--- src/rtl/sst_pkg.sv ---
// Shared types and constants for the sorted set table.
// Used by the channel interfaces, the storage cell and the top level.
package sst_pkg;

   localparam int CAPACITY = 16;
   localparam int VALUE_W  = 32;
   localparam int CNT_W    = $clog2(CAPACITY + 1);
   localparam int TOTAL_W  = 5;
   localparam int STATUS_W = 3;
   localparam int KIND_W   = 2;

   localparam logic [VALUE_W-1:0] EMPTY_MARK = 32'h7FFF_FFFF;
   localparam logic [VALUE_W-1:0] SIGN_FLIP  = 32'h8000_0000;
   // The empty marker with its sign bit flipped; it sorts after every key.
   localparam logic [VALUE_W-1:0] KEY_MARK   = EMPTY_MARK ^ SIGN_FLIP;

   typedef enum logic [KIND_W-1:0] {
      REQ_INSERT = 2'd0,
      REQ_REMOVE = 2'd1,
      REQ_TEST   = 2'd2,
      REQ_CLEAR  = 2'd3
   } sst_req_kind_type;

   typedef enum logic [STATUS_W-1:0] {
      STATUS_DONE     = 3'd0,
      STATUS_PRESENT  = 3'd1,
      STATUS_ABSENT   = 3'd2,
      STATUS_FULL     = 3'd3,
      STATUS_RESERVED = 3'd4
   } sst_status_type;

   typedef enum logic [1:0] {
      CELL_HOLD,
      CELL_INSERT,
      CELL_REMOVE,
      CELL_CLEAR
   } sst_cell_op_type;

   typedef struct packed {
      sst_cell_op_type     op;
      logic [VALUE_W-1:0]  key;
   } sst_cell_cmd_type;

endpackage

--- src/rtl/sst_chan_if.sv ---
// Valid/ready channel interfaces for the sorted set table requests and results.
// Depends on sst_pkg for field widths.
interface sst_req_if import sst_pkg::*; ();
   logic                       valid;
   logic                       ready;
   logic [KIND_W-1:0]          req_type;
   logic signed [VALUE_W-1:0]  value;

   modport source (output valid, output req_type, output value, input ready);
   modport sink   (input valid, input req_type, input value, output ready);
endinterface

interface sst_rsp_if import sst_pkg::*; ();
   logic                 valid;
   logic                 ready;
   logic                 hit;
   logic [STATUS_W-1:0]  status;
   logic [TOTAL_W-1:0]   entry_total;
   logic                 is_empty;
   logic                 is_full;

   modport source (output valid, output hit, output status, output entry_total,
                   output is_empty, output is_full, input ready);
   modport sink   (input valid, input hit, input status, input entry_total,
                   input is_empty, input is_full, output ready);
endinterface

--- src/rtl/sst_cell.sv ---
// One slot of the sorted set chain: holds a sign-flipped key and shifts
// with its neighbors on insert and remove. Depends on sst_pkg.
module sst_cell import sst_pkg::*; (
   input  logic                clock,
   input  logic                reset,
   input  sst_cell_cmd_type    cmd,
   input  logic                left_lt,
   input  logic [VALUE_W-1:0]  left_value,
   input  logic [VALUE_W-1:0]  right_value,
   output logic [VALUE_W-1:0]  value,
   output logic                lt,
   output logic                eq
);

   logic [VALUE_W-1:0] value_ff;
   logic [VALUE_W-1:0] value_in;

   // Empty slots hold the marker, which is never below a legal key.
   assign lt    = value_ff < cmd.key;
   assign eq    = value_ff == cmd.key;
   assign value = value_ff;

   always_comb begin
      value_in = value_ff;
      case (cmd.op)
         CELL_INSERT: begin
            // The first slot not below the key takes it; slots above take
            // their left neighbor.
            if (!lt) begin
               value_in = left_lt ? cmd.key : left_value;
            end
         end
         CELL_REMOVE: begin
            if (!lt) begin
               value_in = right_value;
            end
         end
         CELL_CLEAR: value_in = KEY_MARK;
         default:    value_in = value_ff;
      endcase
   end

   always_ff @(posedge clock) begin
      if (reset) begin
         value_ff <= KEY_MARK;
      end else begin
         value_ff <= value_in;
      end
   end

endmodule

--- src/rtl/sorted_set_table.sv ---
// Sorted set table: keeps up to CAPACITY distinct signed 32-bit values in
// ascending order in a row of storage cells.
// The request channel (req_ch) carries a kind (insert, remove, membership
// test, clear) and a value. Each request produces exactly one result on
// rsp_ch with hit, status, the entry count after the request, and the
// empty and full flags.
// Every cell compares its entry with the request value at once and shifts
// with its neighbor, so a request completes in the cycle it is accepted and
// its result is valid in the next cycle. One request per cycle is sustained
// while results are taken, as the whole row compares and shifts at once.
// The result sits in an output register; a new request is taken whenever
// that register is empty or its result is being taken in the same cycle.
// While the receiver stalls, the result holds and requests wait.
// Reset is synchronous and active high: every cell returns to the empty
// marker, the count to zero and the result register to empty. No clearing
// pass is needed.
// The value 0x7FFFFFFF is reserved as the empty marker and is never stored.
module sorted_set_table import sst_pkg::*; (
   input  logic       clock,
   input  logic       reset,
   sst_req_if.sink    req_ch,
   sst_rsp_if.source  rsp_ch
);

   logic                  accept;
   logic [VALUE_W-1:0]    key;
   logic                  reserved;
   logic                  present;
   logic                  full;
   logic [CAPACITY-1:0]   lt_vec;
   logic [CAPACITY-1:0]   eq_vec;
   logic [VALUE_W-1:0]    cell_value [CAPACITY];
   sst_cell_cmd_type      cmd;
   sst_cell_op_type       op;

   logic [CNT_W-1:0]      count_ff, count_in;
   logic                  hit;
   sst_status_type        status;

   logic                  rsp_valid_ff, rsp_valid_in;
   logic                  hit_ff;
   logic [STATUS_W-1:0]   status_ff;
   logic [TOTAL_W-1:0]    total_ff;
   logic                  empty_ff;
   logic                  full_ff;

   assign req_ch.ready = !reset && (!rsp_valid_ff || rsp_ch.ready);
   assign accept       = req_ch.valid && req_ch.ready;

   assign key      = req_ch.value ^ SIGN_FLIP;
   assign reserved = req_ch.value == EMPTY_MARK;
   assign present  = |eq_vec;
   assign full     = count_ff == CNT_W'(CAPACITY);

   assign cmd.op  = accept ? op : CELL_HOLD;
   assign cmd.key = key;

   for (genvar i = 0; i < CAPACITY; i++) begin : g_cell
      logic                left_lt;
      logic [VALUE_W-1:0]  left_value;
      logic [VALUE_W-1:0]  right_value;

      if (i == 0) begin : g_first
         // The first cell behaves as if its missing neighbor were below every key.
         assign left_lt    = 1'b1;
         assign left_value = KEY_MARK;
      end else begin : g_inner
         assign left_lt    = lt_vec[i-1];
         assign left_value = cell_value[i-1];
      end

      if (i == CAPACITY - 1) begin : g_last
         assign right_value = KEY_MARK;
      end else begin : g_body
         assign right_value = cell_value[i+1];
      end

      sst_cell u_cell (
         .clock       (clock),
         .reset       (reset),
         .cmd         (cmd),
         .left_lt     (left_lt),
         .left_value  (left_value),
         .right_value (right_value),
         .value       (cell_value[i]),
         .lt          (lt_vec[i]),
         .eq          (eq_vec[i])
      );
   end

   always_comb begin
      op       = CELL_HOLD;
      count_in = count_ff;
      hit      = 1'b0;
      status   = STATUS_DONE;
      case (sst_req_kind_type'(req_ch.req_type))
         REQ_CLEAR: begin
            op       = CELL_CLEAR;
            count_in = '0;
         end
         REQ_TEST: begin
            if (reserved || !present) begin
               status = STATUS_ABSENT;
            end else begin
               hit = 1'b1;
            end
         end
         REQ_INSERT: begin
            if (reserved) begin
               status = STATUS_RESERVED;
            end else if (present) begin
               status = STATUS_PRESENT;
            end else if (full) begin
               status = STATUS_FULL;
            end else begin
               op       = CELL_INSERT;
               count_in = count_ff + CNT_W'(1);
               hit      = 1'b1;
            end
         end
         REQ_REMOVE: begin
            if (reserved) begin
               status = STATUS_RESERVED;
            end else if (present) begin
               op       = CELL_REMOVE;
               count_in = count_ff - CNT_W'(1);
               hit      = 1'b1;
            end else begin
               status = STATUS_ABSENT;
            end
         end
         default: op = CELL_HOLD;
      endcase
   end

   assign rsp_valid_in = accept || (rsp_valid_ff && !rsp_ch.ready);

   always_ff @(posedge clock) begin
      if (reset) begin
         count_ff     <= '0;
         rsp_valid_ff <= 1'b0;
      end else begin
         rsp_valid_ff <= rsp_valid_in;
         if (accept) begin
            count_ff <= count_in;
         end
      end
      if (accept) begin
         hit_ff    <= hit;
         status_ff <= status;
         total_ff  <= TOTAL_W'(count_in);
         empty_ff  <= count_in == '0;
         full_ff   <= count_in == CNT_W'(CAPACITY);
      end
   end

   assign rsp_ch.valid       = rsp_valid_ff;
   assign rsp_ch.hit         = hit_ff;
   assign rsp_ch.status      = status_ff;
   assign rsp_ch.entry_total = total_ff;
   assign rsp_ch.is_empty    = empty_ff;
   assign rsp_ch.is_full     = full_ff;

`ifndef SYNTHESIS
   a_count_range: assert property (@(posedge clock) disable iff (reset)
      count_ff <= CNT_W'(CAPACITY))
      else $error("entry count above capacity");

   a_first_slot: assert property (@(posedge clock) disable iff (reset)
      (count_ff == '0) == (cell_value[0] == KEY_MARK))
      else $error("first slot disagrees with entry count");

   a_rsp_follows: assert property (@(posedge clock) disable iff (reset)
      accept |=> rsp_valid_ff)
      else $error("accepted request produced no result");

   a_hit_done: assert property (@(posedge clock) disable iff (reset)
      (rsp_valid_ff && hit_ff) |-> (status_ff == STATUS_DONE))
      else $error("hit reported with a failure status");
`endif

endmodule

--- src/flat_wrapper.sv ---
// flat-port wrapper written by rule: the top's interface ports become plain ports
module sorted_set_table_flat import sst_pkg::*;
  (clock, reset, req_ch_valid, req_ch_req_type, req_ch_value, req_ch_ready, rsp_ch_valid, rsp_ch_hit, rsp_ch_status, rsp_ch_entry_total, rsp_ch_is_empty, rsp_ch_is_full, rsp_ch_ready);
  sst_req_if req_ch_i ();
  sst_rsp_if rsp_ch_i ();
  input  logic clock;
  input  logic reset;
  input wire logic [$bits(req_ch_i.valid)-1:0] req_ch_valid;
  input wire logic [$bits(req_ch_i.req_type)-1:0] req_ch_req_type;
  input wire logic [$bits(req_ch_i.value)-1:0] req_ch_value;
  output wire logic [$bits(req_ch_i.ready)-1:0] req_ch_ready;
  output wire logic [$bits(rsp_ch_i.valid)-1:0] rsp_ch_valid;
  output wire logic [$bits(rsp_ch_i.hit)-1:0] rsp_ch_hit;
  output wire logic [$bits(rsp_ch_i.status)-1:0] rsp_ch_status;
  output wire logic [$bits(rsp_ch_i.entry_total)-1:0] rsp_ch_entry_total;
  output wire logic [$bits(rsp_ch_i.is_empty)-1:0] rsp_ch_is_empty;
  output wire logic [$bits(rsp_ch_i.is_full)-1:0] rsp_ch_is_full;
  input wire logic [$bits(rsp_ch_i.ready)-1:0] rsp_ch_ready;
  assign req_ch_i.valid = req_ch_valid;
  assign req_ch_i.req_type = req_ch_req_type;
  assign req_ch_i.value = req_ch_value;
  assign req_ch_ready = req_ch_i.ready;
  assign rsp_ch_valid = rsp_ch_i.valid;
  assign rsp_ch_hit = rsp_ch_i.hit;
  assign rsp_ch_status = rsp_ch_i.status;
  assign rsp_ch_entry_total = rsp_ch_i.entry_total;
  assign rsp_ch_is_empty = rsp_ch_i.is_empty;
  assign rsp_ch_is_full = rsp_ch_i.is_full;
  assign rsp_ch_i.ready = rsp_ch_ready;
  sorted_set_table u_core (.clock(clock), .reset(reset), .req_ch(req_ch_i), .rsp_ch(rsp_ch_i));
endmodule
--- config.mk ---
export PLATFORM = sky130hd
export DESIGN_NAME = sorted_set_table_flat
export DESIGN_NICKNAME = d
export VERILOG_FILES = /design/src/rtl/sst_pkg.sv /design/src/rtl/sst_chan_if.sv /design/src/rtl/sst_cell.sv /design/src/rtl/sorted_set_table.sv /design/src/flat_wrapper.sv
export SDC_FILE = /design/constraint.sdc
export NUM_CORES = 2
export LEC_CHECK = 0
export ABC_CLOCK_PERIOD_IN_PS = 6900
export CAP_MARGIN = 20
export CORE_MARGIN = 2
export CORE_UTILIZATION = 53
export DETAILED_ROUTE_END_ITERATION = 7
export DONT_BUFFER_PORTS = 1
export PLACE_DENSITY = 0.66
export SETUP_SLACK_MARGIN = 0.1
export SYNTH_ARGS = -nofsm -noshare
export SYNTH_HDL_FRONTEND = slang
export SYNTH_SLANG_ARGS = --single-unit
--- constraint.sdc ---
create_clock -name clock -period 6.9 [get_ports clock]
set_input_delay 1.38 -clock clock [delete_from_list [all_inputs] [get_ports clock]]
set_output_delay 1.38 -clock clock [all_outputs]
set_load 0.01 [all_outputs]
==> impl_metrics.tcl <==
set metrics [dict create \
    drv_cap 0 \
    seqPwrFrac_pct 37.6 \
    drive_gt1_share_pct 13.3 \
    grt_max_degree 389 \
    pwr-share-clk_pct 39.5 \
    port_buffers 0 \
    dpl.hpwl_mm 102 \
    cp-startpoint "req_ch_value[17]" \
    power_leakage_nw 16.1 \
    area_growth_pct 8.53 \
    drt_wl_total_mm 149 \
    worstPathArrival_ns 5.84 \
    gr-usage-all-layers_pct 38.6 \
    dpl_worst_slack_ns 1.17 \
    setup_ws_ns 1.61 \
    synth-main-ff-cell "dfxtp_1" \
    max_freq_mhz 189 \
    cp.depth 14 \
    intPower_mw 6.30 \
    yosysMostFrequentCell "a21oi_1" \
    slowest_delay_ns 0.85 \
    cp_num_buf_inv 4 \
    ys_warn_count 0 \
    grt_pass1_vias 35057 \
    synth-edff-count 11 \
    clk_latency_ns 0.68 \
    clk_pin_slew_ns 0.06 \
    antenna_left 0 \
    synth_nets 5130 \
    crit_chain "inv_1, ha_1, and4_1, nor4bb_1, buf_2, a32oi_1, o211ai_1, nor4_4, buf_4, nor2_4, nor2_4, buf_12, a211oi_1, a211o_1" \
    synth.distinct_cells 67 \
    synth_area_leaders "dfxtp_1 27%, ha_1 17%, mux2_2 9.1%" \
    synth_cells 4578 \
    cts_resized 0 \
    drt-pass1-iter-count 6 \
    globalplace.congestion 1.01 \
    drtIter0Drc 3836 \
    p_comb_share_pct 22.9 \
    drc 0 \
    cp_max_fo 42 \
    min_period_ns 5.29 \
    slew_headroom_pct 20.0 \
    syn_area_sq_um 38600 \
    total_power_mw 9.18 \
    start_kind "input port" \
    setup_viol 0 \
    hold_start "u_core.g_cell[7].u_cell.value[0]" \
    synth-seq-cells 529 \
    placed_cell_area_sq_um 39600 \
    clock_skew_ns 0.0332 \
    core_sq_um 71700 \
    antenna_found_initial 5 \
    ff2ff_setup_slack_ns 2.49 \
    holdWs_ns 0.522 \
    ys_seq_area_share_pct 27.7 \
    cts_tree "done" \
    required_ns 7.45 \
    cts_inserted_buffers 61 \
    rsz0062_at_grt "false" \
    r2r_start "u_core.g_cell[12].u_cell.value[30]" \
    fin_util_pct 58.3 \
    cts.path.max_buffers 3 \
    post_drt_wl_per_cell_microns 27.7 \
    path_delay_family "simple AND/OR/NAND/NOR gates" \
    hold_viol_final 0 \
    switching_share_pct 31.4 \
    cp_common_cell "nor2_4" \
    initial_utilization_pct 53.8 \
    end_kind "flop" \
    fin_crit_sh_pct 76.6 \
    setup_tns_ns 0 \
    synth.avg_cell_area_sq_um 8.42 \
    post-cts-setup-buffers 0 \
    die_h_microns 274 \
    crit_type "input port to flop" \
    outcome "complete, no violations" \
    cts_root_buffer "clkbuf_16" \
    grt_pass1_wl_mm 222 \
    r2r_end "u_core.g_cell[14].u_cell.value[26]" \
    htree_levels 2 \
    hp-class "flop to flop" \
    synth-async-reset-ratio_pct 0 \
    num_vias 37441 \
    ys_top_cells_by_count "563 x a21oi_1, 518 x dfxtp_1, 514 x ha_1" \
    slowest_stage "nor2_4" \
    final_cells 5392 \
    p_per_area_nw_per_um2 219 \
    hold_buffers 0 \
    yosysTopAreaCellShare_pct 26.9 \
    cts_num_sinks 529 \
    maxSlewViolCount 0 \
    die_area_sq_um 74900 \
    rr_worst_depth 11 \
    crit_end "u_core.g_cell[7].u_cell.value[31]" \
    vias_per_cell 6.94 \
    nNetsFinal 4941 \
    vdd_drop_max_uv 198 \
    tightest_slew_ns 1.20 \
    dieWidth_microns 274 \
    stdcell_area_sq_um 41900 \
    rows 98 \
    grt-ovfl-total 0 \
    io_pins 51 \
    yosysTopAreaCell "dfxtp_1" \
    p_sw_mw 2.88 \
    placedCellCount 5275 \
]
area by class of cell:
type | count | area [sq um]
inverter | 66 | 249
sequential | 529 | 10700
antenna | 2 | 5.00
timing repair buffer | 126 | 1240
clock buffer | 82 | 1770
multi-input combinational | 3605 | 26300
tap | 950 | 1190
clock inverter | 32 | 439
fill | 6531 | 29900
layout by cell type, fill, tap and decap left out, drive strengths merged, types with 7 or more instances in the layout:
master,n
clkbuf,82
nor3,52
o21a,15
edfxtp,11
ha,514
a211oi,86
nand2,206
nor2b,91
clkinv,14
mux2i,79
nand4,125
a211o,75
o22ai,375
o21ai,419
a21o,99
buf,126
and3,14
nor4,20
dfxtp,518
nand2b,10
nor2,261
mux2,313
o311ai,34
inv,67
nand3,55
bufinv,10
o2bb2ai,11
clkinvlp,7
a21oi,565
a221oi,10
and4,22
o211ai,87
worst min-delay path: cells and delay by family, from the launching register on:
family / cells / cell delay [ns]
simple gates: 1 / 0.06
compound gates: 1 / 0.07
flops: 1 / 0.33
worst min-delay path by stage:
stage	cells after the start	to
2_1_floorplan	2	u_core.g_cell[5].u_cell.value[0]
3_3_place_gp	2	u_core.g_cell[5].u_cell.value[0]
3_5_place_dp	2	u_core.g_cell[5].u_cell.value[0]
4_1_cts	2	u_core.g_cell[5].u_cell.value[0]
5_1_grt	2	u_core.g_cell[7].u_cell.value[0]
6_report	2	u_core.g_cell[7].u_cell.value[0]
cell families (layout without fill, tap and decap cells):
family	after synthesis	count (layout)	share of synthesized area, %
compound gates	1820	1820	28.4
mux	392	392	11.2
simple gates	875	875	11.1
other cells	0	2	0
flops	529	529	27.7
buf+inv	444	306	4.78
xor+xnor	4	4	0.0909
fa+ha+maj	514	514	16.7
state kept, by name, summed over array words and instances (netlist names):
| signal | count |
|---|---|
| u_core.rsp_ch.is_empty | 1 |
| u_core.rsp_ch.is_full | 1 |
| u_core.rsp_ch.entry_total | 5 |
| u_core.rsp_ch.status | 3 |
| u_core.rsp_ch.hit | 1 |
| u_core.rsp_ch.valid | 1 |
| u_core.count_ff | 5 |
| u_core.g_cell.u_cell.value | 512 |
power by group through the flow:
| stage | Clock (mW) | Combinational, mW | Sequential [mW] |
|---|---|---|---|
| finish | 3.63 | 2.10 | 3.45 |
| CTS | 3.64 | 2.05 | 3.44 |
| detailed placement | 0 | 2.04 | 3.51 |
| floorplan | 0 | 1.52 | 3.42 |
| global placement | 0 | 2.01 | 3.51 |
| global route | 3.76 | 2.28 | 3.47 |
layer usage:
metal  share of wire, %  GRT usage [%]
met1                 40           48.1
met5              0.033              0
met2                 44           60.8
met4                6.9           24.6
met3                8.9           7.98
Power figures use the tool's default switching activity.
